### src/rtl/core/rct_pkg.sv
// Shared types, codes and the microcode program of the reference count table.
// Used by all modules under rtl/core but rct_ram; depends on nothing else.
package rct_pkg;

  localparam int ADDR_W     = 32;
  localparam int SLOT_IDX_W = 4;
  localparam int UPC_W      = 4;

  typedef logic [UPC_W-1:0] upc_t;
  typedef logic [3:0]       op_t;
  typedef logic [3:0]       jmp_t;

  // Datapath operations.
  localparam op_t OP_NONE     = 4'd0;
  localparam op_t OP_KEY_ZERO = 4'd1;
  localparam op_t OP_KEY_OLD  = 4'd2;
  localparam op_t OP_KEY_NEW  = 4'd3;
  localparam op_t OP_ALLOC_WR = 4'd4;
  localparam op_t OP_FULL     = 4'd5;
  localparam op_t OP_NF       = 4'd6;
  localparam op_t OP_DEC      = 4'd7;
  localparam op_t OP_INC      = 4'd8;

  // Next-step conditions.
  localparam jmp_t J_NONE     = 4'd0;
  localparam jmp_t J_ALWAYS   = 4'd1;
  localparam jmp_t J_WAIT_IN  = 4'd2;
  localparam jmp_t J_SCAN     = 4'd3;
  localparam jmp_t J_KIND     = 4'd4;
  localparam jmp_t J_BLK_NULL = 4'd5;
  localparam jmp_t J_OLD_NULL = 4'd6;
  localparam jmp_t J_NEW_NULL = 4'd7;
  localparam jmp_t J_WAIT_OUT = 4'd8;

  // Program steps.
  localparam upc_t ST_IDLE   = 4'd0;
  localparam upc_t ST_DISP   = 4'd1;
  localparam upc_t ST_ANULL  = 4'd2;
  localparam upc_t ST_ASCAN  = 4'd3;
  localparam upc_t ST_AFULL  = 4'd4;
  localparam upc_t ST_AWR    = 4'd5;
  localparam upc_t ST_ONULL  = 4'd6;
  localparam upc_t ST_OSCAN  = 4'd7;
  localparam upc_t ST_OMISS  = 4'd8;
  localparam upc_t ST_ODEC   = 4'd9;
  localparam upc_t ST_NNULL  = 4'd10;
  localparam upc_t ST_NSCAN  = 4'd11;
  localparam upc_t ST_NMISS  = 4'd12;
  localparam upc_t ST_NINC   = 4'd13;
  localparam upc_t ST_FINISH = 4'd14;

  typedef struct packed {
    op_t  op;
    jmp_t jmp;
    upc_t target;
  } ctrl_t;

  // Datapath flags seen by the sequencer.
  typedef struct packed {
    logic hit;
    logic last;
    logic kind;
    logic blk_null;
    logic old_null;
    logic new_null;
  } stat_t;

  typedef struct packed {
    logic [SLOT_IDX_W-1:0] slot_index;
    logic                  table_full;
    logic                  free_request;
    logic [ADDR_W-1:0]     freed_address;
    logic                  not_found;
    logic                  count_saturated;
  } res_t;

  // Control store: one control word per step.
  function automatic ctrl_t ucode(input upc_t step);
    ctrl_t cw;
    cw = '{op: OP_NONE, jmp: J_ALWAYS, target: ST_IDLE};
    case (step)
      ST_IDLE:   cw = '{op: OP_NONE,     jmp: J_WAIT_IN,  target: ST_IDLE};
      ST_DISP:   cw = '{op: OP_NONE,     jmp: J_KIND,     target: ST_ONULL};
      ST_ANULL:  cw = '{op: OP_KEY_ZERO, jmp: J_BLK_NULL, target: ST_FINISH};
      ST_ASCAN:  cw = '{op: OP_NONE,     jmp: J_SCAN,     target: ST_AWR};
      ST_AFULL:  cw = '{op: OP_FULL,     jmp: J_ALWAYS,   target: ST_FINISH};
      ST_AWR:    cw = '{op: OP_ALLOC_WR, jmp: J_ALWAYS,   target: ST_FINISH};
      ST_ONULL:  cw = '{op: OP_KEY_OLD,  jmp: J_OLD_NULL, target: ST_NNULL};
      ST_OSCAN:  cw = '{op: OP_NONE,     jmp: J_SCAN,     target: ST_ODEC};
      ST_OMISS:  cw = '{op: OP_NF,       jmp: J_ALWAYS,   target: ST_NNULL};
      ST_ODEC:   cw = '{op: OP_DEC,      jmp: J_NONE,     target: ST_IDLE};
      ST_NNULL:  cw = '{op: OP_KEY_NEW,  jmp: J_NEW_NULL, target: ST_FINISH};
      ST_NSCAN:  cw = '{op: OP_NONE,     jmp: J_SCAN,     target: ST_NINC};
      ST_NMISS:  cw = '{op: OP_NF,       jmp: J_ALWAYS,   target: ST_FINISH};
      ST_NINC:   cw = '{op: OP_INC,      jmp: J_NONE,     target: ST_IDLE};
      ST_FINISH: cw = '{op: OP_NONE,     jmp: J_WAIT_OUT, target: ST_IDLE};
      default:   cw = '{op: OP_NONE,     jmp: J_ALWAYS,   target: ST_IDLE};
    endcase
    return cw;
  endfunction

endpackage

### src/rtl/core/rct_ram.sv
// Generic single-write, single-read RAM with a registered read port.
// Stand-alone; no package needed.
module rct_ram #(
  parameter int WIDTH = 40,
  parameter int DEPTH = 16
) (
  input  logic                     clk,
  input  logic                     we,
  input  logic [$clog2(DEPTH)-1:0] waddr,
  input  logic [WIDTH-1:0]         wdata,
  input  logic [$clog2(DEPTH)-1:0] raddr,
  output logic [WIDTH-1:0]         rdata
);

  logic [WIDTH-1:0] mem [DEPTH];
  logic [WIDTH-1:0] rdata_r;

  // Write port and registered read port.
  always_ff @(posedge clk) begin
    if (we) begin
      mem[waddr] <= wdata;
    end
    rdata_r <= mem[raddr];
  end

  assign rdata = rdata_r;

endmodule

### src/rtl/core/rct_seq.sv
// Microcode sequencer: step counter, control store lookup and jump logic.
// Depends on rct_pkg for the control word, codes and program.
module rct_seq (
  input  logic           clk,
  input  logic           rst_n,
  input  logic           in_valid,
  input  logic           out_free,
  input  rct_pkg::stat_t stat,
  output rct_pkg::ctrl_t ctrl,
  output logic           in_ready,
  output logic           out_load
);
  import rct_pkg::*;

  upc_t  upc_r, upc_nxt;
  ctrl_t cw;

  assign cw       = ucode(upc_r);
  assign ctrl     = cw;
  assign in_ready = (upc_r == ST_IDLE);
  assign out_load = (cw.jmp == J_WAIT_OUT) && out_free;

  // Next step: jump target, hold in place, or fall through.
  always_comb begin
    upc_nxt = upc_r + upc_t'(1);
    case (cw.jmp)
      J_NONE:     upc_nxt = upc_r + upc_t'(1);
      J_ALWAYS:   upc_nxt = cw.target;
      J_WAIT_IN:  upc_nxt = in_valid ? upc_r + upc_t'(1) : upc_r;
      J_SCAN: begin
        if (stat.hit) begin
          upc_nxt = cw.target;
        end else if (stat.last) begin
          upc_nxt = upc_r + upc_t'(1);
        end else begin
          upc_nxt = upc_r;
        end
      end
      J_KIND:     upc_nxt = stat.kind ? cw.target : upc_r + upc_t'(1);
      J_BLK_NULL: upc_nxt = stat.blk_null ? cw.target : upc_r + upc_t'(1);
      J_OLD_NULL: upc_nxt = stat.old_null ? cw.target : upc_r + upc_t'(1);
      J_NEW_NULL: upc_nxt = stat.new_null ? cw.target : upc_r + upc_t'(1);
      J_WAIT_OUT: upc_nxt = out_free ? cw.target : upc_r;
      default:    upc_nxt = ST_IDLE;
    endcase
  end

  always_ff @(posedge clk) begin
    if (!rst_n) begin
      upc_r <= ST_IDLE;
    end else begin
      upc_r <= upc_nxt;
    end
  end

`ifndef SYNTHESIS
  a_accept_dispatch: assert property (@(posedge clk) disable iff (!rst_n)
    (in_valid && in_ready) |=> (upc_r == ST_DISP))
    else $error("accepted word did not move to dispatch");
  a_load_returns_idle: assert property (@(posedge clk) disable iff (!rst_n)
    out_load |=> (upc_r == ST_IDLE))
    else $error("result load did not return to idle");
`endif

endmodule

### src/rtl/core/rct_datapath.sv
// Datapath: latched input word, slot table in RAM with valid bits, scan
// pipeline, count update and result registers. Depends on rct_pkg, rct_ram.
module rct_datapath #(
  parameter int SLOTS       = 16,
  parameter int COUNT_WIDTH = 8
) (
  input  logic                       clk,
  input  logic                       rst_n,
  input  logic                       in_accept,
  input  logic                       in_kind,
  input  logic [rct_pkg::ADDR_W-1:0] in_block_address,
  input  logic [rct_pkg::ADDR_W-1:0] in_old_address,
  input  logic [rct_pkg::ADDR_W-1:0] in_new_address,
  input  rct_pkg::ctrl_t             ctrl,
  output rct_pkg::stat_t             stat,
  output rct_pkg::res_t              res
);
  import rct_pkg::*;

  localparam int IDX_W = $clog2(SLOTS);
  localparam int ENT_W = ADDR_W + COUNT_WIDTH;
  localparam logic [IDX_W-1:0]       LAST_IDX = IDX_W'(SLOTS - 1);
  localparam logic [COUNT_WIDTH-1:0] CNT_MAX  = {COUNT_WIDTH{1'b1}};
  localparam logic [COUNT_WIDTH-1:0] CNT_ONE  = COUNT_WIDTH'(1);

  logic                   kind_r;
  logic [ADDR_W-1:0]      blk_r, old_r, new_r, key_r;
  logic [IDX_W-1:0]       scan_idx_r, chk_idx_r, hit_idx_r;
  logic                   pend_r, ent_vld_r;
  logic [SLOTS-1:0]       vld_r;
  logic [COUNT_WIDTH-1:0] hit_cnt_r;
  res_t                   res_r, res_nxt;

  logic                   we;
  logic [ENT_W-1:0]       wdata, rdata;
  logic [ADDR_W-1:0]      eff_addr;
  logic [COUNT_WIDTH-1:0] eff_cnt, cnt_dec;
  logic                   scanning, hit, start_scan;

  rct_ram #(.WIDTH(ENT_W), .DEPTH(SLOTS)) u_table (
    .clk   (clk),
    .we    (we),
    .waddr (hit_idx_r),
    .wdata (wdata),
    .raddr (scan_idx_r),
    .rdata (rdata)
  );

  // An entry never written reads as an empty slot with count zero.
  assign eff_addr = ent_vld_r ? rdata[ENT_W-1 -: ADDR_W] : '0;
  assign eff_cnt  = ent_vld_r ? rdata[COUNT_WIDTH-1:0] : '0;

  assign scanning   = (ctrl.jmp == J_SCAN);
  assign hit        = scanning && pend_r && (eff_addr == key_r);
  assign start_scan = (ctrl.op == OP_KEY_ZERO) || (ctrl.op == OP_KEY_OLD) ||
                      (ctrl.op == OP_KEY_NEW);
  assign cnt_dec    = (hit_cnt_r == '0) ? '0 : hit_cnt_r - CNT_ONE;

  assign stat.hit      = hit;
  assign stat.last     = pend_r && (chk_idx_r == LAST_IDX);
  assign stat.kind     = kind_r;
  assign stat.blk_null = (blk_r == '0);
  assign stat.old_null = (old_r == '0);
  assign stat.new_null = (new_r == '0);
  assign res           = res_r;

  // Table writes and result flags for the current step.
  always_comb begin
    we      = 1'b0;
    wdata   = {key_r, hit_cnt_r};
    res_nxt = res_r;
    case (ctrl.op)
      OP_ALLOC_WR: begin
        we                 = 1'b1;
        wdata              = {blk_r, CNT_ONE};
        res_nxt.slot_index = SLOT_IDX_W'(hit_idx_r);
      end
      OP_FULL: res_nxt.table_full = 1'b1;
      OP_NF:   res_nxt.not_found  = 1'b1;
      OP_DEC: begin
        we                 = 1'b1;
        res_nxt.slot_index = SLOT_IDX_W'(hit_idx_r);
        if (cnt_dec == '0) begin
          wdata                 = '0;
          res_nxt.free_request  = 1'b1;
          res_nxt.freed_address = key_r;
        end else begin
          wdata = {key_r, cnt_dec};
        end
      end
      OP_INC: begin
        if (hit_cnt_r == CNT_MAX) begin
          res_nxt.count_saturated = 1'b1;
        end else begin
          we    = 1'b1;
          wdata = {key_r, hit_cnt_r + CNT_ONE};
        end
      end
      default: ;
    endcase
  end

  // Input word capture; payload needs no reset.
  always_ff @(posedge clk) begin
    if (in_accept) begin
      kind_r <= in_kind;
      blk_r  <= in_block_address;
      old_r  <= in_old_address;
      new_r  <= in_new_address;
    end
  end

  // Search key and hit capture.
  always_ff @(posedge clk) begin
    case (ctrl.op)
      OP_KEY_ZERO: key_r <= '0;
      OP_KEY_OLD:  key_r <= old_r;
      OP_KEY_NEW:  key_r <= new_r;
      default: ;
    endcase
    ent_vld_r <= vld_r[scan_idx_r];
    if (scanning) begin
      chk_idx_r <= scan_idx_r;
    end
    if (hit) begin
      hit_idx_r <= chk_idx_r;
      hit_cnt_r <= eff_cnt;
    end
  end

  // Scan pointer, pipeline flag, valid bits and result register.
  always_ff @(posedge clk) begin
    if (!rst_n) begin
      scan_idx_r <= '0;
      pend_r     <= 1'b0;
      vld_r      <= '0;
      res_r      <= '0;
    end else begin
      if (start_scan) begin
        scan_idx_r <= '0;
        pend_r     <= 1'b0;
      end else if (scanning) begin
        pend_r <= 1'b1;
        if (scan_idx_r != LAST_IDX) begin
          scan_idx_r <= scan_idx_r + IDX_W'(1);
        end
      end
      if (we) begin
        vld_r[hit_idx_r] <= 1'b1;
      end
      if (in_accept) begin
        res_r <= '0;
      end else begin
        res_r <= res_nxt;
      end
    end
  end

`ifndef SYNTHESIS
  a_full_no_slot: assert property (@(posedge clk) disable iff (!rst_n)
    res_r.table_full |-> (res_r.slot_index == '0) && !res_r.free_request)
    else $error("full allocate reported a slot or a free");
  a_freed_nonnull: assert property (@(posedge clk) disable iff (!rst_n)
    res_r.free_request |-> (res_r.freed_address != '0))
    else $error("free request carries a null address");
`endif

endmodule

### src/rtl/core/reference_count_table_top.sv
// Top level of the reference count table: sequencer, datapath, result register.
// Depends on rct_pkg, rct_seq, rct_datapath and rct_ram.
//
//  channel | ports                                              | direction
//  --------+----------------------------------------------------+----------
//  input   | in_valid/in_ready, kind, block/old/new address     | in
//  result  | out_valid/out_ready, slot, flags, freed_address    | out
//
// How long an allocate word takes depends on the slot it lands in or on the table
// being full, and a reassign word on where its addresses sit. Both are set by
// the slot scan, which reads one table entry per cycle from the single RAM read
// port, once for the old and once for the new address of a reassign word.
// Synchronous reset empties the table at once through per-slot valid bits.
// A new word is taken while a result waits for out_ready; it then holds in its
// last step until the output register is free.
module reference_count_table_top #(
  parameter int SLOTS       = 16,
  parameter int COUNT_WIDTH = 8
) (
  input  logic                       clk,
  input  logic                       rst_n,
  input  logic                       in_valid,
  output logic                       in_ready,
  input  logic                       in_kind,
  input  logic [rct_pkg::ADDR_W-1:0] in_block_address,
  input  logic [rct_pkg::ADDR_W-1:0] in_old_address,
  input  logic [rct_pkg::ADDR_W-1:0] in_new_address,
  output logic                       out_valid,
  input  logic                       out_ready,
  output logic [rct_pkg::SLOT_IDX_W-1:0] out_slot_index,
  output logic                       out_table_full,
  output logic                       out_free_request,
  output logic [rct_pkg::ADDR_W-1:0] out_freed_address,
  output logic                       out_not_found,
  output logic                       out_count_saturated
);
  import rct_pkg::*;

  ctrl_t ctrl;
  stat_t stat;
  res_t  res, out_r;
  logic  out_valid_r, out_free, out_load, in_accept;

  assign in_accept = in_valid && in_ready;
  assign out_free  = !out_valid_r || out_ready;

  rct_seq u_seq (
    .clk      (clk),
    .rst_n    (rst_n),
    .in_valid (in_valid),
    .out_free (out_free),
    .stat     (stat),
    .ctrl     (ctrl),
    .in_ready (in_ready),
    .out_load (out_load)
  );

  rct_datapath #(.SLOTS(SLOTS), .COUNT_WIDTH(COUNT_WIDTH)) u_datapath (
    .clk              (clk),
    .rst_n            (rst_n),
    .in_accept        (in_accept),
    .in_kind          (in_kind),
    .in_block_address (in_block_address),
    .in_old_address   (in_old_address),
    .in_new_address   (in_new_address),
    .ctrl             (ctrl),
    .stat             (stat),
    .res              (res)
  );

  // Output register holds the finished word until it is taken.
  always_ff @(posedge clk) begin
    if (!rst_n) begin
      out_valid_r <= 1'b0;
    end else if (out_load) begin
      out_valid_r <= 1'b1;
    end else if (out_ready) begin
      out_valid_r <= 1'b0;
    end
  end

  always_ff @(posedge clk) begin
    if (out_load) begin
      out_r <= res;
    end
  end

  assign out_valid           = out_valid_r;
  assign out_slot_index      = out_r.slot_index;
  assign out_table_full      = out_r.table_full;
  assign out_free_request    = out_r.free_request;
  assign out_freed_address   = out_r.freed_address;
  assign out_not_found       = out_r.not_found;
  assign out_count_saturated = out_r.count_saturated;

endmodule

### config.mk
export PLATFORM = sky130hd
export DESIGN_NAME = reference_count_table_top
export DESIGN_NICKNAME = d
export VERILOG_FILES = /design/src/rtl/core/rct_pkg.sv /design/src/rtl/core/rct_ram.sv /design/src/rtl/core/rct_seq.sv /design/src/rtl/core/rct_datapath.sv /design/src/rtl/core/reference_count_table_top.sv
export SDC_FILE = /design/constraint.sdc
export NUM_CORES = 1
export LEC_CHECK = 0
export ABC_AREA = 1
export BUFFER_PORTS_ARGS = -buffer_cell sky130_fd_sc_hd__buf_4
export CAP_MARGIN = 5
export CELL_PAD_IN_SITES_DETAIL_PLACEMENT = 1
export CELL_PAD_IN_SITES_GLOBAL_PLACEMENT = 1
export CORE_MARGIN = 5
export CORE_UTILIZATION = 30
export DETAILED_ROUTE_END_ITERATION = 7
export PLACE_DENSITY_LB_ADDON = 0.2
export SYNTH_ARGS = -nofsm -noshare
export SYNTH_HDL_FRONTEND = slang
export SYNTH_SLANG_ARGS = --single-unit
### constraint.sdc
create_clock -name clk -period 9.75 [get_ports clk]
set_input_delay 1.95 -clock clk [delete_from_list [all_inputs] [get_ports clk]]
set_output_delay 1.95 -clock clk [all_outputs]
set_load 0.03 [all_outputs]
### Word level (Yosys, flattened, before mapping)

Memory sizes are Yosys's and may differ from the RTL's. A register that Yosys moved wholly into a read port is not among the register bits.
Cells that the tools add are included.

* register bits: 252
* latch bits: 0
* memory bits (writable): 640
* bits in read-only memories: 192
* input bits: 101
* memories kept: 2

Memories
* u_datapath.u_table.mem: depth 16, bits a word 40, read ports 1, clocked after Yosys merged registers in 1, write ports 1, line rct_ram.sv:15 `logic [WIDTH-1:0] mem [DEPTH];`
* (name not given): depth 16, bits a word 12, read ports 1, clocked after Yosys merged registers in 1, write ports 0, line rct_pkg.sv:81 `case (step)`

* add/subtract/negate cells: 4
* multipliers: 0
* divide/modulo/power cells: 0
* magnitude comparators: 3
* eq/ne operators: 23
* shift-type cells: 0
* multiplexer cells: 27
* bitwise gates (word level): 2
* reductions and logical operators: 26

Operators with widths (number)
* 40-bit case mux with 3 select lines: 1
* 32-bit logical NOT: 3
* 32-bit case mux with 3 select lines: 1
* 4-bit 2-to-1 mux: 10
* 40-bit 2-to-1 mux: 1
* 4-bit case mux with 9 select lines: 1
* 32-bit == test: 1
* 4-bit by 3-bit == test with 1-bit output (second input constant): 8
* 32-bit 2-to-1 mux: 1
* 4-bit by 2-bit == test with 1-bit output (second input constant): 4
* 8-bit logical NOT: 2
* 8-bit 2-to-1 mux: 2
* 16-bit bitwise OR: 1
* 4-bit == test (second input constant): 3
* 4-bit by 5-bit < comparator with 1-bit output (second input constant): 2
* 4-bit by 1-bit adder with 4-bit output (second input constant): 2
* 8-bit by 1-bit adder with 8-bit output (second input constant): 1
* 4-bit by 1-bit == test with 1-bit output (second input constant): 2
* 8-bit == test (second input constant): 1
* 4-bit logical NOT: 2
* 8-bit by 1-bit subtractor with 8-bit output (second input constant): 1
* 1-bit 2-to-1 mux: 7
* 1-bit logical AND: 6
* 2-bit AND reduction: 3
* 15 further kinds: 19

### Depth between registers and ports, before layout

Gate-level depths: netlist of run 1.

* depth in word-level cells: 7
* gate-level depth with buffers: 24
* depth with buffers taken out: 22

### By module

From an unflattened synthesis of run 1, not the netlist that was laid out.

* cell total of the unflattened synthesis: 3967
* area total of the unflattened synthesis: 40296.1 um^2

Modules (own cells, without submodules)
* rct_ram: instances 1, cells each 2644, area each 28278.4 um^2
* rct_datapath: instances 1, cells each 1000, area each 9235.1 um^2
* rct_seq: instances 1, cells each 275, area each 1527.7 um^2
* reference_count_table_top: instances 1, cells each 48, area each 1255.0 um^2

### Least setup slack after synthesis of run 1

Ideal clock, no wire load.

* path type: reg2reg
* start: register u_seq.ctrl[10] (netlist name)
* end: memory u_datapath.u_table.mem[9][0] (enable)
* library setup time: 0.489 ns
* data arrival time: 4.076 ns
* data required time: 9.261 ns
* slack: 5.185 ns
* cell stages (with the launch flop): 11
* path buffers: 0
* clock period less this slack: 4.565 ns
* cells stage by stage: dfxtp_1 -> inv_1 -> nor2_1 -> inv_1 -> nor2_1 -> nor2_1 -> clkinv_1 -> nor2_2 -> inv_1 -> nand2_1 -> nor3_1

* longest elaborated chain between the ends: 5
* elaborated cells on any way between the ends: 7

Ends and longest elaborated chain
* 4-bit by 3-bit == test with 1-bit output: line rct_datapath.sv:72 `case (ctrl.op)`
* 2-bit OR reduction (no source line)
* 1-bit case mux with 2 select lines (*): line rct_datapath.sv:72
* 1-bit 2-to-1 mux (*): line rct_ram.sv:20 `if (we) begin`
* 1-bit 2-to-1 mux (implied by the code) (*): line rct_ram.sv:21 `mem[waddr] <= wdata;`
* to (decl): line rct_ram.sv:15

Every way passes the cells marked *; elsewhere a longest branch is shown, timed or not.

### Final worst setup path of run 1

* start: register u_seq.upc_r[0]
* end: output in_ready

* longest elaborated chain between the ends: 1

Ends and longest elaborated chain
* from (decl): line rct_seq.sv:15 `upc_t upc_r, upc_nxt;`
* from (signal assigned): line rct_seq.sv:52 `upc_r <= upc_nxt;`
* 4-bit logical NOT: line rct_seq.sv:20 `assign in_ready = (upc_r == ST_IDLE);`
* to (decl): line reference_count_table_top.sv:23 `output logic in_ready,`

No other way between the ends.

==> impl_results.html, run 1 <==
<table>
<tr><th>Metric</th><th>Value</th></tr>
<tr><th colspan="2">Power</th></tr>
<tr><td>Overall power</td><td>~12 mW</td></tr>
<tr><td>Worst VDD drop</td><td>between 0.15 and 0.2 mV</td></tr>
<tr><td>Leak</td><td>between 15 and 20 nW</td></tr>
<tr><td>Power density cells</td><td>271 mW/mm²</td></tr>
<tr><th colspan="2">STA</th></tr>
<tr><td>Transition time at the pin with the least slew margin</td><td>between 1000 and 1500 ps</td></tr>
<tr><td>Worst slew margin relative to its limit</td><td>0.187</td></tr>
<tr><td>RSZ-0062 raised after global routing</td><td>no</td></tr>
<tr><td>Final setup skew</td><td>about 23 ps</td></tr>
<tr><td>Final number of setup-violating endpoints</td><td>0</td></tr>
<tr><td>Hold slack</td><td>roughly 430 ps</td></tr>
<tr><td>Final max-slew violation count</td><td>0</td></tr>
<tr><td>Tmin final</td><td>between 4000 and 5000 ps</td></tr>
<tr><td>Final clock period utilization by the worst path</td><td>0.417</td></tr>
<tr><td>Number of hold violations in the final report</td><td>0</td></tr>
<tr><td>FMAX</td><td>around 250 MHz</td></tr>
<tr><td>Post-Route Setup TNS</td><td>0 ps</td></tr>
<tr><th colspan="2">Setup path</th></tr>
<tr><td>CP Max Fanout</td><td>5</td></tr>
<tr><td>Data arrival time of the critical path</td><td>about 2100 ps</td></tr>
<tr><td>Crit end category</td><td>primary output</td></tr>
<tr><td>Critical path startpoint category</td><td>register</td></tr>
<tr><td>Startpoint-to-endpoint class of the critical path</td><td>register to primary output</td></tr>
<tr><td>Required time of the critical path</td><td>between 7000 and 8000 ps</td></tr>
<tr><th colspan="2">Clock network</th></tr>
<tr><td>Clock Latency Late Sink</td><td>680 ps</td></tr>
<tr><td>H-tree depth</td><td>3</td></tr>
<tr><td>Register clock-pin slew on the reported worst setup and hold paths</td><td>roughly 60 ps</td></tr>
<tr><td>Buffers from clock root to sink, at most</td><td>3</td></tr>
<tr><td>Clock Root Buffer</td><td>sky130_fd_sc_hd__clkbuf_16</td></tr>
<tr><td>Number of sinks on the clock net</td><td>approximately 940</td></tr>
<tr><td>Post-CTS resize count</td><td>0</td></tr>
<tr><td>Number of CTS-inserted buffers</td><td>just under 100</td></tr>
<tr><td>Number of post-CTS setup repair buffers</td><td>0</td></tr>
<tr><td>Total of hold buffers inserted after clock tree synthesis</td><td>0</td></tr>
<tr><td>CTS tree</td><td>done</td></tr>
<tr><th colspan="2">Global routing</th></tr>
<tr><td>Global route total overflow</td><td>0</td></tr>
<tr><td>Global-route usage over all layers</td><td>0.180</td></tr>
<tr><td>Initial antenna violation count</td><td>7</td></tr>
<tr><td>Number of global-route vias before repair</td><td>25141</td></tr>
<tr><td>First-pass GRT wire length</td><td>~170 mm</td></tr>
<tr><td>Pin count of the biggest net entering global routing</td><td>roughly 180</td></tr>
<tr><th colspan="2">Status</th></tr>
<tr><td>Outcome</td><td>finished clean</td></tr>
<tr><th colspan="2">Routing</th></tr>
<tr><td>Routed wire length</td><td>between 100 and 150 mm</td></tr>
<tr><td>Number of remaining DRC errors</td><td>0</td></tr>
<tr><td>Violation count after the first detailed-routing iteration</td><td>between 1500 and 2000</td></tr>
<tr><td>Average via count per standard cell</td><td>4.99</td></tr>
<tr><td>DRT antenna net count</td><td>0</td></tr>
<tr><td>Routed length per placed instance</td><td>roughly 24 µm</td></tr>
<tr><td>Total vias in the final route</td><td>around 25000</td></tr>
<tr><td>First-pass detailed-route iteration total</td><td>5</td></tr>
<tr><th colspan="2">Synthesis</th></tr>
<tr><td>Cell area after technology mapping</td><td>around 0.037 mm²</td></tr>
<tr><td>Cell variety after synth</td><td>44</td></tr>
<tr><td>Sequential-to-total area share from yosys stat</td><td>0.732</td></tr>
<tr><td>Top post-synthesis cells by count</td><td>sky130_fd_sc_hd__edfxtp_1, sky130_fd_sc_hd__nor2_1, sky130_fd_sc_hd__nand2_1, sky130_fd_sc_hd__o21ai_0, sky130_fd_sc_hd__o22ai_1</td></tr>
<tr><td>Synth Warn #</td><td>0</td></tr>
<tr><td>Mean cell area of the mapped netlist</td><td>between 10 and 15 µm²</td></tr>
<tr><td>Leading cell types by total area after synthesis</td><td>sky130_fd_sc_hd__edfxtp_1, sky130_fd_sc_hd__dfxtp_1, sky130_fd_sc_hd__o21ai_0, sky130_fd_sc_hd__nor2_1, sky130_fd_sc_hd__nand2_1</td></tr>
<tr><td>Top cell type's share of synthesized area</td><td>0.668</td></tr>
<tr><td>Async set-reset flop share out of synthesis</td><td>0</td></tr>
<tr><td>Post-synthesis register bit count</td><td>about 940</td></tr>
<tr><td>Synthesized net count</td><td>between 3000 and 4000</td></tr>
<tr><td>Leading cell type by number of instances after synthesis</td><td>sky130_fd_sc_hd__edfxtp_1</td></tr>
<tr><td>Commonest register cell after synthesis</td><td>sky130_fd_sc_hd__edfxtp_1</td></tr>
<tr><td>Number of enable flip-flop cells after synthesis</td><td>approximately 830</td></tr>
<tr><td>Cell taking the most area after synthesis</td><td>sky130_fd_sc_hd__edfxtp_1</td></tr>
<tr><td>Instance count of the mapped netlist</td><td>just over 3000</td></tr>
<tr><th colspan="2">Die</th></tr>
<tr><td>Core Box Area</td><td>~0.12 mm²</td></tr>
<tr><td>Y dimension of the die</td><td>around 360 µm</td></tr>
<tr><td>Die X-Extent</td><td>~360 µm</td></tr>
<tr><td>Number of ports placed on the die boundary</td><td>143</td></tr>
<tr><td>Starting density of the core</td><td>0.301</td></tr>
<tr><td>Total die area</td><td>roughly 0.13 mm²</td></tr>
<tr><td>Number of cell rows</td><td>129</td></tr>
<tr><th colspan="2">Cells and area</th></tr>
<tr><td>Layout-stage area growth over the synthesis result</td><td>17.2%</td></tr>
<tr><td>Net count, final</td><td>roughly 3400</td></tr>
<tr><td>Fraction of final layout cells sized beyond drive strength 1</td><td>0.124</td></tr>
<tr><td>Post-route non-filler standard cell count</td><td>between 4000 and 5000</td></tr>
<tr><td>Utilization after layout</td><td>0.353</td></tr>
<tr><th colspan="2">Placement</th></tr>
<tr><td>Final estimated routing congestion in global placement</td><td>between 0.7 and 0.8</td></tr>
<tr><td>Post-placement cell count</td><td>roughly 4800</td></tr>
<tr><td>Count of input and output buffers</td><td>approximately 140</td></tr>
<tr><td>Detail Placement HPWL</td><td>about 70 mm</td></tr>
<tr><th colspan="2">Flow run</th></tr>
<tr><td>Number of max-cap violations</td><td>0</td></tr>
<tr><th colspan="2">Hold path</th></tr>
<tr><td>Worst min-delay path class</td><td>register to register</td></tr>
</table>
[worst max-delay path, cell delays in order, from the launching register on]
cell                      delay (ps)
sky130_fd_sc_hd__dfxtp_1         380
sky130_fd_sc_hd__inv_1           170
sky130_fd_sc_hd__ha_1            160
sky130_fd_sc_hd__nor3b_1         470
sky130_fd_sc_hd__buf_4           270
[routing by layer]
layer	vias up	global-route usage	wire [µm]
met2	523	0.299	57800
met4	4	0.0553	3810
li1	11387	-	-
met5	-	0	21
met1	12720	0.245	54400
met3	191	0.0273	5190
[placed cells by master, fill, tap and decap left out, types with 4 or more instances in the layout]
| master | instances |
|---|---|
| sky130_fd_sc_hd__bufinv_16 | 9 |
| sky130_fd_sc_hd__clkinv_1 | 17 |
| sky130_fd_sc_hd__buf_4 | 200 |
| sky130_fd_sc_hd__nor3_2 | 11 |
| sky130_fd_sc_hd__a211oi_1 | 6 |
| sky130_fd_sc_hd__nor2_2 | 4 |
| sky130_fd_sc_hd__xor2_1 | 11 |
| sky130_fd_sc_hd__o21ai_0 | 358 |
| sky130_fd_sc_hd__clkinv_2 | 19 |
| sky130_fd_sc_hd__edfxtp_1 | 825 |
| sky130_fd_sc_hd__nand3_2 | 6 |
| sky130_fd_sc_hd__nand4_1 | 48 |
| sky130_fd_sc_hd__nor2_4 | 17 |
| sky130_fd_sc_hd__clkbuf_16 | 102 |
| sky130_fd_sc_hd__a31oi_1 | 4 |
| sky130_fd_sc_hd__inv_1 | 167 |
| sky130_fd_sc_hd__clkbuf_8 | 15 |
| sky130_fd_sc_hd__nor2_1 | 467 |
| sky130_fd_sc_hd__o211ai_1 | 4 |
| sky130_fd_sc_hd__clkbuf_1 | 19 |
| sky130_fd_sc_hd__or2_2 | 4 |
| sky130_fd_sc_hd__nand3_1 | 138 |
| sky130_fd_sc_hd__a21oi_1 | 53 |
| sky130_fd_sc_hd__dfxtp_1 | 116 |
| sky130_fd_sc_hd__ha_1 | 13 |
| sky130_fd_sc_hd__nor3_1 | 8 |
| sky130_fd_sc_hd__o21ai_1 | 18 |
| sky130_fd_sc_hd__nand2_1 | 444 |
| sky130_fd_sc_hd__o22ai_1 | 194 |
[power breakdown]
part           switching (mW)  internal, mW  total (mW)  leakage, nW
sequential              0.310          5.27        5.58         8.52
combinational            1.82         0.551        2.37         4.90
clock                    1.59          2.27        3.85         1.64
total                    3.72          8.09        11.8         15.1
[cell type report]
| type | instances | area (µm²) |
|---|---|---|
| Antenna cell | 2 | 5.00 |
| Clock buffer | 136 | 2830 |
| Clock inverter | 50 | 497 |
| Fill cell | 13362 | 79800 |
| Inverter | 176 | 677 |
| Multi-Input combinational cell | 1829 | 8760 |
| Sequential cell | 944 | 27200 |
| Tap cell | 1637 | 2050 |
| Timing Repair Buffer | 201 | 1520 |
[metrics by stage]
| stage | worst slack, ps | area, µm² |
|---|---|---|
| 6_report | 5680 | 43500 |
| 3_5_place_dp | 5630 | 40200 |
| 3_3_place_gp | 5660 | 40200 |
| 5_1_grt | 5510 | 43500 |
| 4_1_cts | 5610 | 43500 |
| 2_1_floorplan | 5180 | 37100 |
[kinds of logic after synthesis]
group / share of synthesized area
simple gates: 0.131
flops: 0.732
compound gates: 0.0941
buf+inv: 0.0359
xor+xnor: 0.00283
fa+ha+maj: 0.00438
[sequential cells by signal (all words and copies together) (netlist names)]
| name | flops |
|---|---|
| u_datapath.old_r | 32 |
| u_datapath.u_table.mem | 640 |
| u_datapath.kind_r | 1 |
| u_datapath.blk_r | 32 |
| u_datapath.chk_idx_r | 4 |
| u_datapath.res | 40 |
| u_datapath.u_table.rdata | 40 |
| u_datapath.ent_vld_r | 1 |
| u_datapath.new_r | 32 |
| u_datapath.hit_cnt_r | 8 |
| u_datapath.pend_r | 1 |
| u_datapath.hit_idx_r | 4 |
| out_valid | 1 |
| u_seq.upc_r | 4 |
| u_datapath.scan_idx_r | 4 |
| out_free_request | 1 |
| u_datapath.vld_r | 16 |
| out_not_found | 1 |
| out_slot_index | 4 |
| out_count_saturated | 1 |
| u_datapath.key_r | 32 |
| out_table_full | 1 |
| out_freed_address | 32 |
| u_seq.ctrl | 12 |
[path summary, 6_finish.rpt]
| path | start | end | slack [ps] | cells past startpoint |
|---|---|---|---|---|
| max | u_seq.upc_r[0] | in_ready | 5680 | 4 |
| min reg2reg | u_datapath.res[2] | out_freed_address[0] | 430 | 0 |
| max reg2reg | u_seq.ctrl[10] | u_datapath.u_table.mem[10][23] | 5690 | 12 |
| min | u_datapath.res[2] | out_freed_address[0] | 430 | 0 |
Note: power is estimated with default switching activity, not from simulation.
==> inputs of run 2 (changes only) <==
- ABC_AREA: 1 -> 0
- clock period: 9.75 -> 4.14 ns (I/O delays scaled with it)
==> run 2 against run 1 <==
  * Sequential cell count did not move
  * Cell count fell by 22%
  * Highest routed layer is now met4
  * Power rose by 120%
  * Sequential power rose by 130%
  * Synthesized area fell by 2.2%
  * Worst hold slack got worse by 110 ps
  * Critical path depth rose by 11
  * Wire length fell by 11%
  * Count of clock-buffer cells in the layout rose by 1
==> impl_results.html, run 2 <==
<table>
<tr><th>Metric</th><th>Value</th></tr>
<tr><th colspan="2">Status</th></tr>
<tr><td>Outcome</td><td>finished clean</td></tr>
<tr><th colspan="2">Hold path</th></tr>
<tr><td>Worst min-delay path class</td><td>primary input to register</td></tr>
<tr><th colspan="2">Placement</th></tr>
<tr><td>Placement-stage cell area</td><td>0.0402 mm² (about the same)</td></tr>
<tr><td>DP Worst Slack</td><td>11.2 ps (-5620 ps)</td></tr>
<tr><td>Final estimated routing congestion in global placement</td><td>0.813 (+2.7%)</td></tr>
<tr><td>Detail Placement HPWL</td><td>67.7 mm (-3.7%)</td></tr>
<tr><td>Count of input and output buffers</td><td>142 (unchanged)</td></tr>
<tr><th colspan="2">Routing</th></tr>
<tr><td>Average via count per standard cell</td><td>5.00 (+0.17%)</td></tr>
<tr><td>Routed length per placed instance</td><td>27.7 µm (+14%)</td></tr>
<tr><td>DRT antenna net count</td><td>0 (unchanged)</td></tr>
<tr><td>Highest metal layer used by the detailed router</td><td>met4</td></tr>
<tr><td>Number of remaining DRC errors</td><td>0 (unchanged)</td></tr>
<tr><td>Violation count after the first detailed-routing iteration</td><td>1634 (-11%)</td></tr>
<tr><td>First-pass detailed-route iteration total</td><td>5 (unchanged)</td></tr>
<tr><td>Met1 routed wirelength after detailed routing</td><td>48.1 mm (-12%)</td></tr>
<tr><td>Routed wire length</td><td>107 mm (-11%)</td></tr>
<tr><td>Total vias in the final route</td><td>19339 (-22%)</td></tr>
<tr><td>Met3 Routed Length</td><td>7.29 mm (+40%)</td></tr>
<tr><td>Amount of wire on met2 after detailed routing</td><td>50.0 mm (-14%)</td></tr>
<tr><th colspan="2">Cells and area</th></tr>
<tr><td>Final design area excluding fillers</td><td>0.0436 mm² (+0.12%)</td></tr>
<tr><td>Fraction of final layout cells sized beyond drive strength 1</td><td>0.286 (+0.163)</td></tr>
<tr><td>Utilization after layout</td><td>0.363 (+0.0103)</td></tr>
<tr><td>Max FFs per register</td><td>640 (unchanged)</td></tr>
<tr><td>Most frequent standard cell in the layout excluding fill and tap cells</td><td>sky130_fd_sc_hd__edfxtp_1</td></tr>
<tr><td>Net count, final</td><td>2286 (-32%)</td></tr>
<tr><td>Commonest cells after routing, fill and taps aside</td><td>sky130_fd_sc_hd__edfxtp_1, sky130_fd_sc_hd__buf_4, sky130_fd_sc_hd__mux4_2</td></tr>
<tr><td>Layout-stage area growth over the synthesis result</td><td>20.1%</td></tr>
<tr><td>Register bank with the most flops</td><td>u_datapath.u_table.mem</td></tr>
<tr><th colspan="2">STA</th></tr>
<tr><td>FMAX</td><td>between 200 and 300 MHz</td></tr>
<tr><td>Worst slew margin relative to its limit</td><td>0.337 (+0.150)</td></tr>
<tr><td>Final clock period utilization by the worst path</td><td>0.950</td></tr>
<tr><td>Post-Route Setup TNS</td><td>0 ps (unchanged)</td></tr>
<tr><td>Final setup skew</td><td>33.8 ps (+10.5 ps)</td></tr>
<tr><td>Transition time at the pin with the least slew margin</td><td>994 ps (-225 ps)</td></tr>
<tr><td>Final number of setup-violating endpoints</td><td>0 (unchanged)</td></tr>
<tr><td>Final max-slew violation count</td><td>0 (unchanged)</td></tr>
<tr><td>Tmin final</td><td>3930 ps</td></tr>
<tr><td>Minimum setup slack in the final design</td><td>209 ps (-5470 ps)</td></tr>
<tr><td>Number of hold violations in the final report</td><td>0 (unchanged)</td></tr>
<tr><td>RSZ-0062 raised after global routing</td><td>no</td></tr>
<tr><th colspan="2">Clock network</th></tr>
<tr><td>Number of sinks on the clock net</td><td>944 (unchanged)</td></tr>
<tr><td>Clock Root Buffer</td><td>sky130_fd_sc_hd__clkbuf_16</td></tr>
<tr><td>Clock Latency Late Sink</td><td>690 ps (about the same)</td></tr>
<tr><td>Total of hold buffers inserted after clock tree synthesis</td><td>0 (unchanged)</td></tr>
<tr><td>Buffers from clock root to sink, at most</td><td>3 (unchanged)</td></tr>
<tr><td>Number of CTS-inserted buffers</td><td>102 (+3.0%)</td></tr>
<tr><td>CTS tree</td><td>done</td></tr>
<tr><td>Register clock-pin slew on the reported worst setup and hold paths</td><td>60 ps (about the same)</td></tr>
<tr><td>H-tree depth</td><td>3 (unchanged)</td></tr>
<tr><th colspan="2">Global routing</th></tr>
<tr><td>First-pass GRT wire length</td><td>152 mm (-13%)</td></tr>
<tr><td>Initial antenna violation count</td><td>12 (+5)</td></tr>
<tr><td>Number of global-route vias before repair</td><td>20295 (-19%)</td></tr>
<tr><td>Global route total overflow</td><td>0 (unchanged)</td></tr>
<tr><td>Global-route usage over all layers</td><td>0.166 (-0.0139)</td></tr>
<tr><td>Pin count of the biggest net entering global routing</td><td>65 (-64%)</td></tr>
<tr><th colspan="2">Synthesis</th></tr>
<tr><td>Synth Warn #</td><td>0 (unchanged)</td></tr>
<tr><td>Number of enable flip-flop cells after synthesis</td><td>825 (unchanged)</td></tr>
<tr><td>Cell variety after synth</td><td>76 (+73%)</td></tr>
<tr><td>Async set-reset flop share out of synthesis</td><td>0 (unchanged)</td></tr>
<tr><td>Cell area after technology mapping</td><td>0.0363 mm² (-2.2%)</td></tr>
<tr><td>Mean cell area of the mapped netlist</td><td>18.9 µm² (+58%)</td></tr>
<tr><td>Top post-synthesis cells by count</td><td>sky130_fd_sc_hd__edfxtp_1, sky130_fd_sc_hd__mux4_2, sky130_fd_sc_hd__nor2_1, sky130_fd_sc_hd__dfxtp_1, sky130_fd_sc_hd__nand2_1</td></tr>
<tr><td>Sequential-to-total area share from yosys stat</td><td>0.748 (+0.0167)</td></tr>
<tr><td>Cell taking the most area after synthesis</td><td>sky130_fd_sc_hd__edfxtp_1</td></tr>
<tr><td>Instance count of the mapped netlist</td><td>1923 (-38%)</td></tr>
<tr><td>Synthesized net count</td><td>2037 (-37%)</td></tr>
<tr><td>Top cell type's share of synthesized area</td><td>0.683 (+0.0152)</td></tr>
<tr><td>Post-synthesis register bit count</td><td>944 (unchanged)</td></tr>
<tr><td>Leading cell types by total area after synthesis</td><td>sky130_fd_sc_hd__edfxtp_1, sky130_fd_sc_hd__mux4_2, sky130_fd_sc_hd__dfxtp_1, sky130_fd_sc_hd__nor2_1, sky130_fd_sc_hd__nand2_1</td></tr>
<tr><td>Commonest register cell after synthesis</td><td>sky130_fd_sc_hd__edfxtp_1</td></tr>
<tr><td>Leading cell type by number of instances after synthesis</td><td>sky130_fd_sc_hd__edfxtp_1</td></tr>
<tr><th colspan="2">Power</th></tr>
<tr><td>Worst VDD drop</td><td>0.296 mV (+87%)</td></tr>
<tr><td>Power density cells</td><td>603 mW/mm² (+120%)</td></tr>
<tr><td>Overall power</td><td>26.3 mW (+120%)</td></tr>
<tr><td>Leak</td><td>14.1 nW (-6.7%)</td></tr>
<tr><th colspan="2">Setup path</th></tr>
<tr><td>Required time of the critical path</td><td>4710 ps (-3090 ps)</td></tr>
<tr><td>CP Max Fanout</td><td>20 (+15)</td></tr>
<tr><td>Data arrival time of the critical path</td><td>4500 ps (+2380 ps)</td></tr>
<tr><td>Crit end category</td><td>register</td></tr>
<tr><td>Critical path startpoint category</td><td>register</td></tr>
<tr><td>Startpoint-to-endpoint class of the critical path</td><td>register to register</td></tr>
<tr><th colspan="2">Die</th></tr>
<tr><td>Starting density of the core</td><td>0.302 (+0.00150)</td></tr>
<tr><td>Y dimension of the die</td><td>358 µm (-1.1%)</td></tr>
<tr><td>Core Box Area</td><td>0.120 mm² (-2.7%)</td></tr>
<tr><td>Die X-Extent</td><td>358 µm (-1.1%)</td></tr>
<tr><td>Total die area</td><td>0.128 mm² (-2.2%)</td></tr>
<tr><td>Number of cell rows</td><td>127 (-1.6%)</td></tr>
<tr><td>Number of ports placed on the die boundary</td><td>143 (unchanged)</td></tr>
<tr><th colspan="2">Flow run</th></tr>
<tr><td>Number of max-cap violations</td><td>0 (unchanged)</td></tr>
</table>
[run 2: cell count changes after synthesis, moves of 36 or more]
cell	previous run	this run
sky130_fd_sc_hd__nor2_1	481	121
sky130_fd_sc_hd__o22ai_1	194	7
sky130_fd_sc_hd__nand4_1	48	12
sky130_fd_sc_hd__nand3_1	138	50
sky130_fd_sc_hd__clkbuf_1	138	67
sky130_fd_sc_hd__inv_1	171	18
sky130_fd_sc_hd__mux4_2	0	205
sky130_fd_sc_hd__nand2_1	444	115
sky130_fd_sc_hd__a22o_1	0	38
sky130_fd_sc_hd__o21ai_0	361	30
sky130_fd_sc_hd__mux2i_1	0	36
[run 2: power by group]
part | total, mW | internal (mW) | switching [mW]
logic | 4.59 | 1.51 | 3.08
registers | 12.7 | 12.1 | 0.535
clock network | 9.03 | 5.27 | 3.77
[run 2: cells by family (layout without fill, tap and decap cells)]
| logic type | Yosys count | in the layout | share of synthesized area |
|---|---|---|---|
| DFF | 944 | 944 | 0.748 |
| and+or+nand+nor | 421 | 421 | 0.0572 |
| muxes | 244 | 244 | 0.138 |
| AOI/OAI and AO/OA | 170 | 170 | 0.0343 |
| buffers and inverters | 109 | 441 | 0.0118 |
| xor gates and xnor gates | 22 | 22 | 0.00531 |
| adders and majority gates | 13 | 13 | 0.00448 |
| other | 0 | 2 | 0 |
[run 2: worst paths after layout]
kind | cells after the start | to | slack, ps | start
min | 1 | u_datapath.old_r[17] | 320 | in_old_address[17]
min reg2reg | 0 | out_slot_index[0] | 420 | u_datapath.res[36]
max | 15 | u_seq.ctrl[2] | 210 | u_datapath.ent_vld_r
max reg2reg | 15 | u_seq.ctrl[2] | 210 | u_datapath.ent_vld_r
[run 2: worst max-delay path: stages (launching register included)]
cell and delay [ps]:
sky130_fd_sc_hd__dfxtp_1 410, sky130_fd_sc_hd__buf_6 200, sky130_fd_sc_hd__and4bb_1 210, sky130_fd_sc_hd__o2bb2ai_1 170
sky130_fd_sc_hd__o22ai_1 180, sky130_fd_sc_hd__or4_4 610, sky130_fd_sc_hd__nor3_4 220, sky130_fd_sc_hd__o21ai_1 200
sky130_fd_sc_hd__a22o_1 300, sky130_fd_sc_hd__nor2_1 230, sky130_fd_sc_hd__inv_1 120, sky130_fd_sc_hd__ha_1 210
sky130_fd_sc_hd__buf_4 140, sky130_fd_sc_hd__nor3_1 210, sky130_fd_sc_hd__a21oi_1 110, sky130_fd_sc_hd__a32o_1 270
[run 2: metal layers]
layer / global-route usage / vias to the layer above
li1: - / 8298
met1: 0.235 / 10395
met2: 0.262 / 531
met3: 0.0381 / 115
met4: 0.0401 / 0
met5: 0 / -
[run 2: area by class of cell]
| class | instances | area (µm²) |
|---|---|---|
| Fill cell | 11792 | 76400 |
| Sequential cell | 944 | 27200 |
| Multi-Input combinational cell | 870 | 8900 |
| Clock buffer | 137 | 2850 |
| Timing Repair Buffer | 234 | 2060 |
| Tap cell | 1612 | 2020 |
| Clock inverter | 50 | 479 |
| Inverter | 20 | 80.1 |
| Antenna cell | 2 | 5.00 |
[run 2: per-stage QoR]
stage	cells	hold WS, ps
2_1_floorplan	1923	406
3_3_place_gp	3678	422
3_5_place_dp	3678	421
4_1_cts	3865	270
5_1_grt	3867	288
6_report	3869	320
[run 2: timing repair]
action	CTS	global route
pin swaps	0	3
resized for setup	1	5
setup endpoints to repair	1	20
setup buffers	0	2
==> inputs of run 3 (changes only) <==
- SYNTH_HIERARCHICAL: unset -> 1
==> run 3 against run 2 <==
  * Synthesized cell count grew 6.8%
  * Wire length grew 0.26%
  * Core utilization shrank 0.053 points
  * Combinational power shrank 5.2%
  * Die area grew 1.6%
  * Largest power group unchanged
==> impl_results.html, run 3 <==
<table>
<tr><th>Metric</th><th>Value</th></tr>
<tr><th colspan="2">Status</th></tr>
<tr><td>Outcome</td><td>finished clean</td></tr>
<tr><th colspan="2">Global routing</th></tr>
<tr><td>Global-route usage over all layers</td><td>0.162 (-0.00449)</td></tr>
<tr><td>Initial antenna violation count</td><td>4 (-8)</td></tr>
<tr><td>Number of global-route vias before repair</td><td>21480 (+5.8%)</td></tr>
<tr><td>Pin count of the biggest net entering global routing</td><td>99 (+52%)</td></tr>
<tr><td>Global route total overflow</td><td>0 (unchanged)</td></tr>
<tr><td>First-pass GRT wire length</td><td>155 mm (+1.4%)</td></tr>
<tr><th colspan="2">Clock network</th></tr>
<tr><td>Register clock-pin slew on the reported worst setup and hold paths</td><td>60 ps (about the same)</td></tr>
<tr><td>Number of sinks on the clock net</td><td>944 (unchanged)</td></tr>
<tr><td>H-tree depth</td><td>3 (unchanged)</td></tr>
<tr><td>Total of hold buffers inserted after clock tree synthesis</td><td>0 (unchanged)</td></tr>
<tr><td>CTS tree</td><td>done</td></tr>
<tr><td>Clock Root Buffer</td><td>sky130_fd_sc_hd__clkbuf_16</td></tr>
<tr><td>Number of CTS-inserted buffers</td><td>100 (-2.0%)</td></tr>
<tr><td>Buffers from clock root to sink, at most</td><td>3 (unchanged)</td></tr>
<tr><td>Clock Latency Late Sink</td><td>660 ps (-30 ps)</td></tr>
<tr><th colspan="2">Die</th></tr>
<tr><td>Number of ports placed on the die boundary</td><td>143 (unchanged)</td></tr>
<tr><td>Core Box Area</td><td>0.122 mm² (+1.6%)</td></tr>
<tr><td>Die X-Extent</td><td>361 µm (+0.79%)</td></tr>
<tr><td>Number of cell rows</td><td>128 (+0.79%)</td></tr>
<tr><td>Total die area</td><td>0.130 mm² (+1.6%)</td></tr>
<tr><td>Y dimension of the die</td><td>361 µm (+0.79%)</td></tr>
<tr><td>Starting density of the core</td><td>0.303 (about the same)</td></tr>
<tr><th colspan="2">Synthesis</th></tr>
<tr><td>Cell area after technology mapping</td><td>0.0369 mm² (+1.6%)</td></tr>
<tr><td>Top cell type's share of synthesized area</td><td>0.672 (-0.0109)</td></tr>
<tr><td>Synth Warn #</td><td>6 (+6)</td></tr>
<tr><td>Number of enable flip-flop cells after synthesis</td><td>825 (unchanged)</td></tr>
<tr><td>Cell variety after synth</td><td>80 (+5.3%)</td></tr>
<tr><td>Leading cell type by number of instances after synthesis</td><td>sky130_fd_sc_hd__edfxtp_1</td></tr>
<tr><td>Leading cell types by total area after synthesis</td><td>sky130_fd_sc_hd__edfxtp_1, sky130_fd_sc_hd__mux4_2, sky130_fd_sc_hd__dfxtp_1, sky130_fd_sc_hd__mux4_1, sky130_fd_sc_hd__nand2_1</td></tr>
<tr><td>Async set-reset flop share out of synthesis</td><td>0 (unchanged)</td></tr>
<tr><td>Synthesized net count</td><td>2168 (+6.4%)</td></tr>
<tr><td>Top post-synthesis cells by count</td><td>sky130_fd_sc_hd__edfxtp_1, sky130_fd_sc_hd__nand2_1, sky130_fd_sc_hd__dfxtp_1, sky130_fd_sc_hd__mux4_2, sky130_fd_sc_hd__a22oi_1</td></tr>
<tr><td>Post-synthesis register bit count</td><td>944 (unchanged)</td></tr>
<tr><td>Sequential-to-total area share from yosys stat</td><td>0.737 (-0.0120)</td></tr>
<tr><td>Cell taking the most area after synthesis</td><td>sky130_fd_sc_hd__edfxtp_1</td></tr>
<tr><td>Mean cell area of the mapped netlist</td><td>18.0 µm² (-4.9%)</td></tr>
<tr><td>Commonest register cell after synthesis</td><td>sky130_fd_sc_hd__edfxtp_1</td></tr>
<tr><td>Instance count of the mapped netlist</td><td>2054 (+6.8%)</td></tr>
<tr><th colspan="2">Routing</th></tr>
<tr><td>Average via count per standard cell</td><td>5.02 (+0.49%)</td></tr>
<tr><td>Total vias in the final route</td><td>20126 (+4.1%)</td></tr>
<tr><td>Met1 routed wirelength after detailed routing</td><td>48.9 mm (+1.7%)</td></tr>
<tr><td>Violation count after the first detailed-routing iteration</td><td>1803 (+10%)</td></tr>
<tr><td>Number of remaining DRC errors</td><td>0 (unchanged)</td></tr>
<tr><td>DRT antenna net count</td><td>0 (unchanged)</td></tr>
<tr><td>Met3 Routed Length</td><td>4.64 mm (-36%)</td></tr>
<tr><td>Highest metal layer used by the detailed router</td><td>met4</td></tr>
<tr><td>Routed length per placed instance</td><td>26.9 µm (-3.2%)</td></tr>
<tr><td>Routed wire length</td><td>108 mm (+0.26%)</td></tr>
<tr><td>Amount of wire on met2 after detailed routing</td><td>51.6 mm (+3.2%)</td></tr>
<tr><td>First-pass detailed-route iteration total</td><td>5 (unchanged)</td></tr>
<tr><th colspan="2">Power</th></tr>
<tr><td>Power density cells</td><td>586 mW/mm² (-2.9%)</td></tr>
<tr><td>Clock share of power</td><td>0.352 (+0.008)</td></tr>
<tr><td>Combinational power share</td><td>0.168 (-0.007)</td></tr>
<tr><td>Int Power</td><td>18.9 mW (-0.22%)</td></tr>
<tr><td>Switching power as a share of total power</td><td>0.271 (-0.00957)</td></tr>
<tr><td>Worst VDD drop</td><td>0.410 mV (+39%)</td></tr>
<tr><td>Leak</td><td>14.4 nW (+2.6%)</td></tr>
<tr><td>Overall power</td><td>25.9 mW (-1.5%)</td></tr>
<tr><td>Part of the total power dissipated in sequential elements</td><td>0.480 (-0.002)</td></tr>
<tr><td>Switching power</td><td>7.03 mW (-4.9%)</td></tr>
<tr><th colspan="2">Cells and area</th></tr>
<tr><td>Max FFs per register</td><td>640 (unchanged)</td></tr>
<tr><td>Fraction of final layout cells sized beyond drive strength 1</td><td>0.238 (-0.0480)</td></tr>
<tr><td>Register bank with the most flops</td><td>u_datapath/u_table/mem</td></tr>
<tr><td>Filler Cells Inserted</td><td>12075 (+2.4%)</td></tr>
<tr><td>Layout-stage area growth over the synthesis result</td><td>19.8%</td></tr>
<tr><td>ANT cells</td><td>0 (-2)</td></tr>
<tr><td>Most frequent standard cell in the layout excluding fill and tap cells</td><td>sky130_fd_sc_hd__edfxtp_1</td></tr>
<tr><td>Commonest cells after routing, fill and taps aside</td><td>sky130_fd_sc_hd__edfxtp_1, sky130_fd_sc_hd__buf_4, sky130_fd_sc_hd__nand2_1</td></tr>
<tr><td>Net count, final</td><td>2411 (+5.5%)</td></tr>
<tr><th colspan="2">Setup path</th></tr>
<tr><td>Slowest-stage cell, CP</td><td>sky130_fd_sc_hd__or4b_1</td></tr>
<tr><td>Startpoint-to-endpoint class of the critical path</td><td>register to register</td></tr>
<tr><td>Critical Path Max Stage Delay</td><td>540 ps (-70 ps)</td></tr>
<tr><td>Crit end category</td><td>register</td></tr>
<tr><td>Required time of the critical path</td><td>4680 ps (-30 ps)</td></tr>
<tr><td>Critical path startpoint category</td><td>register</td></tr>
<tr><td>Dominant delay contributor by cell family on the critical path</td><td>simple AND/OR/NAND/NOR gates</td></tr>
<tr><td>Data arrival time of the critical path</td><td>4570 ps (+70 ps)</td></tr>
<tr><td>CP Max Fanout</td><td>6 (-70%)</td></tr>
<tr><td>Most Frequent Cell on Critical Path</td><td>sky130_fd_sc_hd__nor2_1</td></tr>
<tr><td>Count of buffer and inverter cells on the critical path</td><td>1 (-2)</td></tr>
<tr><td>Flop-to-flop setup slack</td><td>110 ps (-100 ps)</td></tr>
<tr><td>Critical path cell sequence</td><td>nor4_1 &gt; nand4_1 &gt; nor2_1 &gt; mux2i_1 &gt; or4b_1 &gt; o2111a_1 &gt; nor2_1 &gt; a221oi_2 &gt; nor2b_2 &gt; inv_1 &gt; ha_1 &gt; or3_1 &gt; a41o_1</td></tr>
<tr><th colspan="2">Hold path</th></tr>
<tr><td>Worst min-delay path class</td><td>primary input to register</td></tr>
<tr><th colspan="2">Placement</th></tr>
<tr><td>Count of input and output buffers</td><td>142 (unchanged)</td></tr>
<tr><td>Final estimated routing congestion in global placement</td><td>0.795 (-2.1%)</td></tr>
<tr><td>Detail Placement HPWL</td><td>65.6 mm (-3.1%)</td></tr>
<tr><th colspan="2">STA</th></tr>
<tr><td>Final number of setup-violating endpoints</td><td>0 (unchanged)</td></tr>
<tr><td>Final max-slew violation count</td><td>0 (unchanged)</td></tr>
<tr><td>Final setup skew</td><td>25.1 ps (-8.73 ps)</td></tr>
<tr><td>Number of hold violations in the final report</td><td>0 (unchanged)</td></tr>
<tr><td>Hold slack</td><td>335 ps (+14.5 ps)</td></tr>
<tr><td>Worst slew margin relative to its limit</td><td>0.208 (-0.129)</td></tr>
<tr><td>FMAX</td><td>248 MHz (-2.5%)</td></tr>
<tr><td>Transition time at the pin with the least slew margin</td><td>1180 ps (+186 ps)</td></tr>
<tr><td>Tmin final</td><td>4030 ps (+99.1 ps)</td></tr>
<tr><td>Final clock period utilization by the worst path</td><td>0.974 (+0.0239)</td></tr>
<tr><th colspan="2">Flow run</th></tr>
<tr><td>Number of max-cap violations</td><td>0 (unchanged)</td></tr>
</table>
[run 3: changes by cell type in the layout (fill, tap and decap cells not counted), moves of 41 or more]
cell / change
sky130_fd_sc_hd__a22oi_1: +87
sky130_fd_sc_hd__nor2_1: -62
sky130_fd_sc_hd__nand2_1: +96
sky130_fd_sc_hd__nand3_1: -41
sky130_fd_sc_hd__mux4_2: -99
sky130_fd_sc_hd__mux4_1: +60
[run 3: path summary, 6_finish.rpt]
| kind | from | end | depth (start not counted) |
|---|---|---|---|
| worst max-delay path | u_datapath/old_r[15] | u_seq/ctrl[2] | 13 |
| worst min-delay path | in_kind | u_datapath/kind_r | 1 |
| worst max register to register | u_datapath/old_r[15] | u_seq/ctrl[2] | 13 |
| worst min register to register | u_datapath/res[37] | out_slot_index[1] | 0 |
[run 3: cells by family (layout without fill, tap and decap cells)]
kind of cell,Yosys count,in the layout,synth area share
buf+inv,137,465,0.0209
compound gates,292,292,0.0563
mux,208,208,0.119
flops,944,944,0.737
xor+xnor,17,17,0.00404
simple gates,443,443,0.0589
fa+ha+maj,13,13,0.00441
[run 3: through the flow]
| step | setup slack (ps) | cells | instance area (µm²) | setup TNS (ps) | utilization |
|---|---|---|---|---|---|
| floorplan | -80.2 | 2054 | 37000 | -9620 | - |
| global placement | 161 | 3815 | 40800 | 0 | 0.334 |
| detailed placement | 18.4 | 3815 | 40800 | 0 | 0.334 |
| CTS | 140 | 4004 | 44100 | 0 | 0.362 |
| global route | -3.05 | 4007 | 44200 | -3.05 | 0.363 |
| finish | 110 | 4007 | 44200 | 0 | 0.363 |
[run 3: what timing repair did]
| item | in CTS | in global routing |
|---|---|---|
| buffers inserted | 2 | 2 |
| endpoints found under the setup margin | 1 | 5 |
| resized for setup | 0 | 8 |
| pin swaps | 1 | 3 |
[run 3: final cells by class]
class                           count  area (µm²)  share of cell area
Sequential cell                   944       27200               0.615
Multi-Input combinational cell    973        9250               0.209
Clock buffer                      131        2720              0.0616
Timing Repair Buffer              249        2280              0.0516
Tap cell                         1625        2030              0.0460
Clock inverter                     56         623              0.0141
Inverter                           29         109             0.00246
[run 3: worst reg2reg max path, stage by stage, from the launching register on]
cell,delay (ps)
sky130_fd_sc_hd__edfxtp_1,410
sky130_fd_sc_hd__nor4_1,480
sky130_fd_sc_hd__nand4_1,280
sky130_fd_sc_hd__nor2_1,390
sky130_fd_sc_hd__mux2i_1,170
sky130_fd_sc_hd__or4b_1,540
sky130_fd_sc_hd__o2111a_1,190
sky130_fd_sc_hd__nor2_1,140
sky130_fd_sc_hd__a221oi_2,100
sky130_fd_sc_hd__nor2b_2,210
sky130_fd_sc_hd__inv_1,90
sky130_fd_sc_hd__ha_1,250
sky130_fd_sc_hd__or3_1,400
sky130_fd_sc_hd__a41o_1,250
[run 3: power by group through the flow]
stage | logic, mW | registers, mW | clock network (mW)
after detailed placement | 4.38 | 12.6 | 0
after global placement | 4.23 | 12.6 | 0
after global routing | 4.73 | 12.5 | 9.77
after CTS | 4.39 | 12.4 | 9.36
final | 4.35 | 12.4 | 9.11
after floorplan | 2.74 | 12.4 | 0
[run 3: per-layer routing]
metal / track usage / vias up
met3: 0.0255 / 107
met1: 0.227 / 10800
li1: - / 8780
met2: 0.264 / 439
met5: 0 / -
met4: 0.0415 / 0
